$ cat src/fcull_pkg.sv
// ----------------------------------------------------------------------------
// fcull_pkg
// Types and constants shared by the frustum cull test block.
// ----------------------------------------------------------------------------
package fcull_pkg;

    // Number of planes tested, one cell each (range 1 to 8)
    localparam int PLANE_COUNT = 6;
    // Number of writable plane registers
    localparam int REG_COUNT   = 6;

    localparam int COORD_W = 16;
    localparam int RAD_W   = 15;
    localparam int PROD_W  = 2 * COORD_W;
    // Q1.14 fraction bits: w and radius are moved up by this to line up
    localparam int FRAC_SH = 14;
    // Three products, the scaled w and the scaled radius, plus three bits of headroom
    localparam int SUM_W   = PROD_W + 3;
    localparam int PLANE_W = 64;
    localparam int IDX_W   = 3;

    // operation codes
    localparam logic OP_SPHERE = 1'b0;
    localparam logic OP_BOX    = 1'b1;

    // Field offsets inside a plane register
    localparam int NX_LSB = 0;
    localparam int NY_LSB = 16;
    localparam int NZ_LSB = 32;
    localparam int W_LSB  = 48;

    typedef struct packed {
        logic                      operation;
        logic signed [COORD_W-1:0] x_lo;
        logic signed [COORD_W-1:0] y_lo;
        logic signed [COORD_W-1:0] z_lo;
        logic signed [COORD_W-1:0] x_hi;
        logic signed [COORD_W-1:0] y_hi;
        logic signed [COORD_W-1:0] z_hi;
        logic        [RAD_W-1:0]   radius;
        logic                      batch_end;
    } t_in_item;

    typedef struct packed {
        logic visible;
        logic batch_end_out;
    } t_out_item;

    // Word travelling down the chain of cells
    typedef struct packed {
        t_in_item obj;
        logic     vis;
    } t_item;

    typedef struct packed {
        logic               valid;
        logic [IDX_W-1:0]   index;
        logic [PLANE_W-1:0] data;
    } t_cfg_wr;

    // Occupancy of the two stages of one cell
    typedef struct packed {
        logic a_valid;
        logic b_valid;
    } t_cell_stat;

endpackage

$ cat src/fcull_cell.sv
// ----------------------------------------------------------------------------
// fcull_cell
// One plane of the test: holds the plane register, multiplies the chosen
// corner by the normal in stage A, sums and compares in stage B.
// ----------------------------------------------------------------------------
module fcull_cell (
    input  logic                        i_clk,
    input  logic                        i_rst_n,
    input  logic [fcull_pkg::IDX_W-1:0] i_cell_idx,
    input  fcull_pkg::t_cfg_wr          i_cfg,
    input  logic                        i_valid,
    input  fcull_pkg::t_item            i_item,
    output logic                        o_ready,
    output logic                        o_valid,
    output fcull_pkg::t_item            o_item,
    input  logic                        i_ready,
    output fcull_pkg::t_cell_stat       o_stat
);

    localparam int CW = fcull_pkg::COORD_W;
    localparam int PW = fcull_pkg::PROD_W;
    localparam int SW = fcull_pkg::SUM_W;
    localparam int FS = fcull_pkg::FRAC_SH;
    localparam int RW = fcull_pkg::RAD_W;

    localparam logic [fcull_pkg::IDX_W-1:0] IDX_W_REG =
        fcull_pkg::IDX_W'(fcull_pkg::REG_COUNT);

    logic [fcull_pkg::PLANE_W-1:0] r_plane;
    logic                          r_a_valid, n_a_valid;
    fcull_pkg::t_item              r_a_item;
    logic signed [PW-1:0]          r_a_prod [3];
    logic                          r_b_valid, n_b_valid;
    fcull_pkg::t_item              r_b_item;

    logic                          a_rdy, b_rdy, a_load, b_load, box, cull;
    logic signed [CW-1:0]          nx, ny, nz, pw;
    logic signed [CW-1:0]          cx, cy, cz;
    logic signed [PW-1:0]          n_prod [3];
    logic signed [SW-1:0]          plane_dist;
    logic        [SW-1:0]          rad_term;

    // Plane register; indexes past the register list never match
    always_ff @(posedge i_clk) begin
        if (!i_rst_n) begin
            r_plane <= '0;
        end else if (i_cfg.valid && (i_cfg.index == i_cell_idx) &&
                     (i_cell_idx < IDX_W_REG)) begin
            r_plane <= i_cfg.data;
        end
    end

    assign nx = r_plane[fcull_pkg::NX_LSB +: CW];
    assign ny = r_plane[fcull_pkg::NY_LSB +: CW];
    assign nz = r_plane[fcull_pkg::NZ_LSB +: CW];
    assign pw = r_plane[fcull_pkg::W_LSB  +: CW];

    // Handshake: each stage takes a word when empty or draining
    assign b_rdy   = !r_b_valid || i_ready;
    assign a_rdy   = !r_a_valid || b_rdy;
    assign a_load  = a_rdy && i_valid;
    assign b_load  = b_rdy && r_a_valid;
    assign o_ready = a_rdy;

    // Stage A: pick the corner furthest along the normal (box) or the centre (sphere), then multiply
    always_comb begin
        box = (i_item.obj.operation == fcull_pkg::OP_BOX);
        cx  = (box && !nx[CW-1]) ? i_item.obj.x_hi : i_item.obj.x_lo;
        cy  = (box && !ny[CW-1]) ? i_item.obj.y_hi : i_item.obj.y_lo;
        cz  = (box && !nz[CW-1]) ? i_item.obj.z_hi : i_item.obj.z_lo;
        n_prod[0] = nx * cx;
        n_prod[1] = ny * cy;
        n_prod[2] = nz * cz;
        n_a_valid = a_rdy ? i_valid : r_a_valid;
        n_b_valid = b_rdy ? r_a_valid : r_b_valid;
    end

    always_ff @(posedge i_clk) begin
        if (!i_rst_n) begin
            r_a_valid <= 1'b0;
            r_b_valid <= 1'b0;
        end else begin
            r_a_valid <= n_a_valid;
            r_b_valid <= n_b_valid;
        end
    end

    always_ff @(posedge i_clk) begin
        if (a_load) begin
            r_a_item <= i_item;
            r_a_prod <= n_prod;
        end
    end

    // Stage B: distance plus radius (sphere only) must not go negative
    always_comb begin
        rad_term = (r_a_item.obj.operation == fcull_pkg::OP_BOX) ? '0 :
                   {{(SW-RW-FS){1'b0}}, r_a_item.obj.radius, {FS{1'b0}}};
        plane_dist = {{(SW-PW){r_a_prod[0][PW-1]}}, r_a_prod[0]}
                   + {{(SW-PW){r_a_prod[1][PW-1]}}, r_a_prod[1]}
                   + {{(SW-PW){r_a_prod[2][PW-1]}}, r_a_prod[2]}
                   + {{(SW-CW-FS){pw[CW-1]}}, pw, {FS{1'b0}}}
                   + $signed(rad_term);
        cull = plane_dist[SW-1];
    end

    always_ff @(posedge i_clk) begin
        if (b_load) begin
            r_b_item <= '{obj: r_a_item.obj, vis: r_a_item.vis && !cull};
        end
    end

    assign o_valid        = r_b_valid;
    assign o_item         = r_b_item;
    assign o_stat.a_valid = r_a_valid;
    assign o_stat.b_valid = r_b_valid;

endmodule

$ cat config.mk
export PLATFORM = sky130hd
export DESIGN_NAME = fcull_cell
export DESIGN_NICKNAME = d
export VERILOG_FILES = /design/src/fcull_pkg.sv /design/src/fcull_cell.sv
export SDC_FILE = /design/constraint.sdc
export NUM_CORES = 2
export LEC_CHECK = 0
export ABC_AREA = 1
export BUFFER_PORTS_ARGS = -buffer_cell sky130_fd_sc_hd__clkbuf_2
export CAP_MARGIN = 25
export CORE_MARGIN = 2
export CORE_UTILIZATION = 35
export CTS_BUF_LIST = sky130_fd_sc_hd__clkbuf_2
export DETAILED_ROUTE_END_ITERATION = 10
export GPL_TIMING_DRIVEN = 0
export HOLD_SLACK_MARGIN = 0.15
export SYNTH_ARGS = -nofsm -noshare
export SYNTH_HDL_FRONTEND = slang
export SYNTH_SLANG_ARGS = --single-unit
$ cat constraint.sdc
create_clock -name i_clk -period 9.9 [get_ports i_clk]
set_input_delay 1.98 -clock i_clk [delete_from_list [all_inputs] [get_ports i_clk]]
set_output_delay 1.98 -clock i_clk [all_outputs]
set_load 0.1 [all_outputs]
==> flow_summary.yaml <==
status:
  status: "completed"
power_and_ir_drop:
  switching_share: 0.491
  power_density_nw_per_um2: 198
  power.share.clock: 0.137
  power_frac_comb: 0.629
  ir_drop_mv: 0.124
  p_int_mw: 5.03
  p_switching_mw: 4.84
  p_leak_nw: 24.7
  seqPwrFrac: 0.233
clocking:
  cts_tree: "yes"
  clock-root-buffer: "clkbuf_2"
  clkLatencyLatePin_ns: 1.43
  clock_sink_count: 390
  clk_path_buf_depth: 3
  cts.clk_slew.worst_paths_ns: 0.09
  cts-hold-fix-buffers: 0
  htreeDepth: 3
  cts_resized: 0
  post-cts-setup-buffers: 0
  cts_buffers: 108
floorplanning:
  rows: 131
  fp.coreArea_um2: 128000
  fp.dieW_um: 363
  die_y_um: 363
  initial_utilization: 0.353
  boundaryPins: 307
  dieArea_um2: 131000
routing:
  wl_um: 127000
  drt_iter0_drc: 2210
  first_pass_iters: 6
  routedWlPerCell_um: 18.9
  wl_met1_um: 53700
  top_layer_used: "met5"
  drc: 0
  dr_wl_met3_um: 9230
  viasPerCell: 4.78
  ant_nets: 0
  wl_met2_um: 59100
  vias: 32100
global_routing:
  grt_max_degree: 97
  grt_pass1_wl_um: 197000
  overflow: 0
  antenna_found_initial: 11
  grt_usage: 0.198
  grt_pass1_vias: 33600
layout:
  layout_commonest_cell: "inv_1"
  nets: 6308
  nFillCells: 12900
  design_area_um2: 49900
  layout-drive-gt1-share: 0.130
  final_cell_mix: "inv_1 (1016), fa_1 (851), nand2_1 (625)"
  area_growth_pct: 10.9
timing:
  setup_viol: 0
  timing.hold.ws_ns: 0.396
  tightest_slew_ns: 1.09
  period_minus_slack_ns: 7.69
  period_share: 0.777
  grt_setup_unrepaired: "no"
  maxSlewViolCount: 0
  slew-limit-headroom: 0.275
  fin_skew_ns: 0.149
  hold_viol: 0
  fmax_mhz: 130
place:
  port-buffer-count: 305
  gp_congestion: 0.944
  placed_area_um2: 48700
  place_hpwl_um: 108000
worst_hold_path:
  hold_start: "r_a_item[22]"
  hp-class: "flop to flop"
  holdPathStages: 0
  min_to: "o_item[22]"
worst_setup_path:
  regToRegStartpoint: "r_plane[31]"
  start_kind: "input port"
  path_max_fanout: 10
  crit-reg2reg-capture: "r_a_prod[59]"
  cp-startpoint: "i_item[113]"
  r2r_slack_ns: 2.57
  path_class: "input port to flop"
  critPathRequiredTime_ns: 10.94
  critPathCaptureType: "flop"
  ff2ff_path_depth: 23
  arrival_ns: 8.74
yosys:
  ys_ff_latch: 390
  synth.cell_area_um2: 45000
  ys_seq_area_frac: 0.246
  synth_ff_type: "edfxtp_1"
  ys_types: 51
  async_flop_share: 0
  synth_warnings: 0
  syn_nets: 5887
  synth_edf_count: 324
  syn_avg_cell_area_um2: 9.90
  syn_inst: 4542
run:
  drv_cap: 0
==> stage by stage <==
stage | power [mW] | utilization | instances | TNS [ns] | setup WS, ns
3_5_place_dp | 8.56 | 0.382 | 6515 | 0 | 0.864
4_1_cts | 10.1 | 0.391 | 6719 | 0 | 2.36
3_3_place_gp | 8.49 | 0.381 | 6509 | -247.83 | -2.24
6_report | 9.87 | 0.391 | 6724 | 0 | 2.21
2_1_floorplan | 6.66 | - | 4542 | 0 | 1.76
5_1_grt | 10.9 | 0.391 | 6723 | 0 | 1.91
==> critical path, cell delays in order <==
cell      delay, ns
clkbuf_2       0.10
inv_2          0.33
nor2_4         0.11
inv_2          0.14
buf_6          0.19
o21ai_2        0.12
inv_1          0.11
buf_2          0.25
nand2_1        0.13
fa_1           0.56
inv_1          0.05
fa_1           0.48
fa_1           0.64
fa_1           0.47
fa_1           0.49
inv_1          0.05
fa_1           0.47
inv_1          0.04
ha_1           0.34
a21oi_1        0.29
o21ai_1        0.13
a21oi_1        0.30
nand3_1        0.23
a21oi_1        0.21
xor2_1         0.49
==> worst max path at each step <==
stage,endpoint,cells after the start
2_1_floorplan,o_item[0],2
3_3_place_gp,o_item[79],3
3_5_place_dp,r_a_prod[59],24
4_1_cts,r_a_prod[59],24
5_1_grt,r_a_prod[59],24
6_report,r_a_prod[59],25
==> layout make-up <==
| class | instances | area [um2] | area share |
|---|---|---|---|
| sequential | 390 | 11100 | 0.221 |
| tap | 1662 | 2080 | 0.0417 |
| buffer | 120 | 573 | 0.0115 |
| multi-input combinational | 2961 | 29400 | 0.588 |
| clock inverter | 50 | 373 | 0.00747 |
| clock buffer | 154 | 771 | 0.0154 |
| antenna | 5 | 12.5 | 0.000251 |
| inverter | 1071 | 4030 | 0.0807 |
| timing repair buffer | 311 | 1660 | 0.0333 |
==> registers in the layout (all words and copies together), names as in the netlist <==
signal	count
r_a_valid	1
r_a_item	114
r_plane	64
o_item	114
o_valid	1
r_a_prod	96
==> layer usage <==
| layer | vias up | GRT usage |
|---|---|---|
| li1 | 14600 | - |
| met2 | 1154 | 0.315 |
| met4 | 14 | 0.0774 |
| met1 | 16100 | 0.264 |
| met5 | - | 0.00185 |
| met3 | 233 | 0.0414 |
==> logic make-up (layout without fill, tap and decap cells) <==
logic type | Yosys count | count (layout) | share of synthesized area
xor gates and xnor gates | 103 | 103 | 0.0201
and+or+nand+nor | 1325 | 1325 | 0.118
other | 0 | 5 | 0
buffers and inverters | 1191 | 1706 | 0.102
DFF | 390 | 390 | 0.246
muxes | 3 | 3 | 0.000918
adders and majority gates | 1156 | 1156 | 0.464
AOI/OAI and AO/OA | 374 | 374 | 0.0496
==> power by group through the flow <==
stage	Combinational, mW	Sequential (mW)	Clock, mW
after global routing	7.10	2.33	1.50
after detailed placement	6.21	2.34	0
final	6.21	2.30	1.36
after floorplan	4.19	2.46	0
after CTS	6.32	2.31	1.43
after global placement	6.12	2.37	0
==> cell usage after synthesis, types with 3 or more instances <==
master	number	area, um2
inv_1	1017	3820
fa_1	851	17000
nand2_1	625	2350
nor2_1	537	2020
edfxtp_1	324	9730
ha_1	305	3820
a21oi_1	154	771
o21ai_0	110	551
nand3_1	67	335
dfxtp_1	66	1320
xor2_1	64	561
clkbuf_1	53	199
buf_2	40	200
xnor2_1	39	342
inv_2	33	124
o21ai_2	27	236
or2_2	24	150
clkinv_1	21	78.8
nor3_1	18	90.1
a21o_1	17	128
o21ai_1	15	75.1
o21a_1	13	97.6
buf_1	12	45.0
or2_1	12	75.1
buf_4	11	82.6
nand4_1	10	62.6
nand2_2	8	50.1
or2_0	8	50.1
a31oi_1	7	43.8
o211ai_1	5	37.5
o21bai_1	5	37.5
a21boi_0	4	30.0
buf_6	4	45.0
nor2_4	4	45.0
o21ai_4	4	65.1
mux2i_2	3	41.3
nand3_2	3	30.0
nor4_1	3	18.8
(Power assumes the default switching activity.)
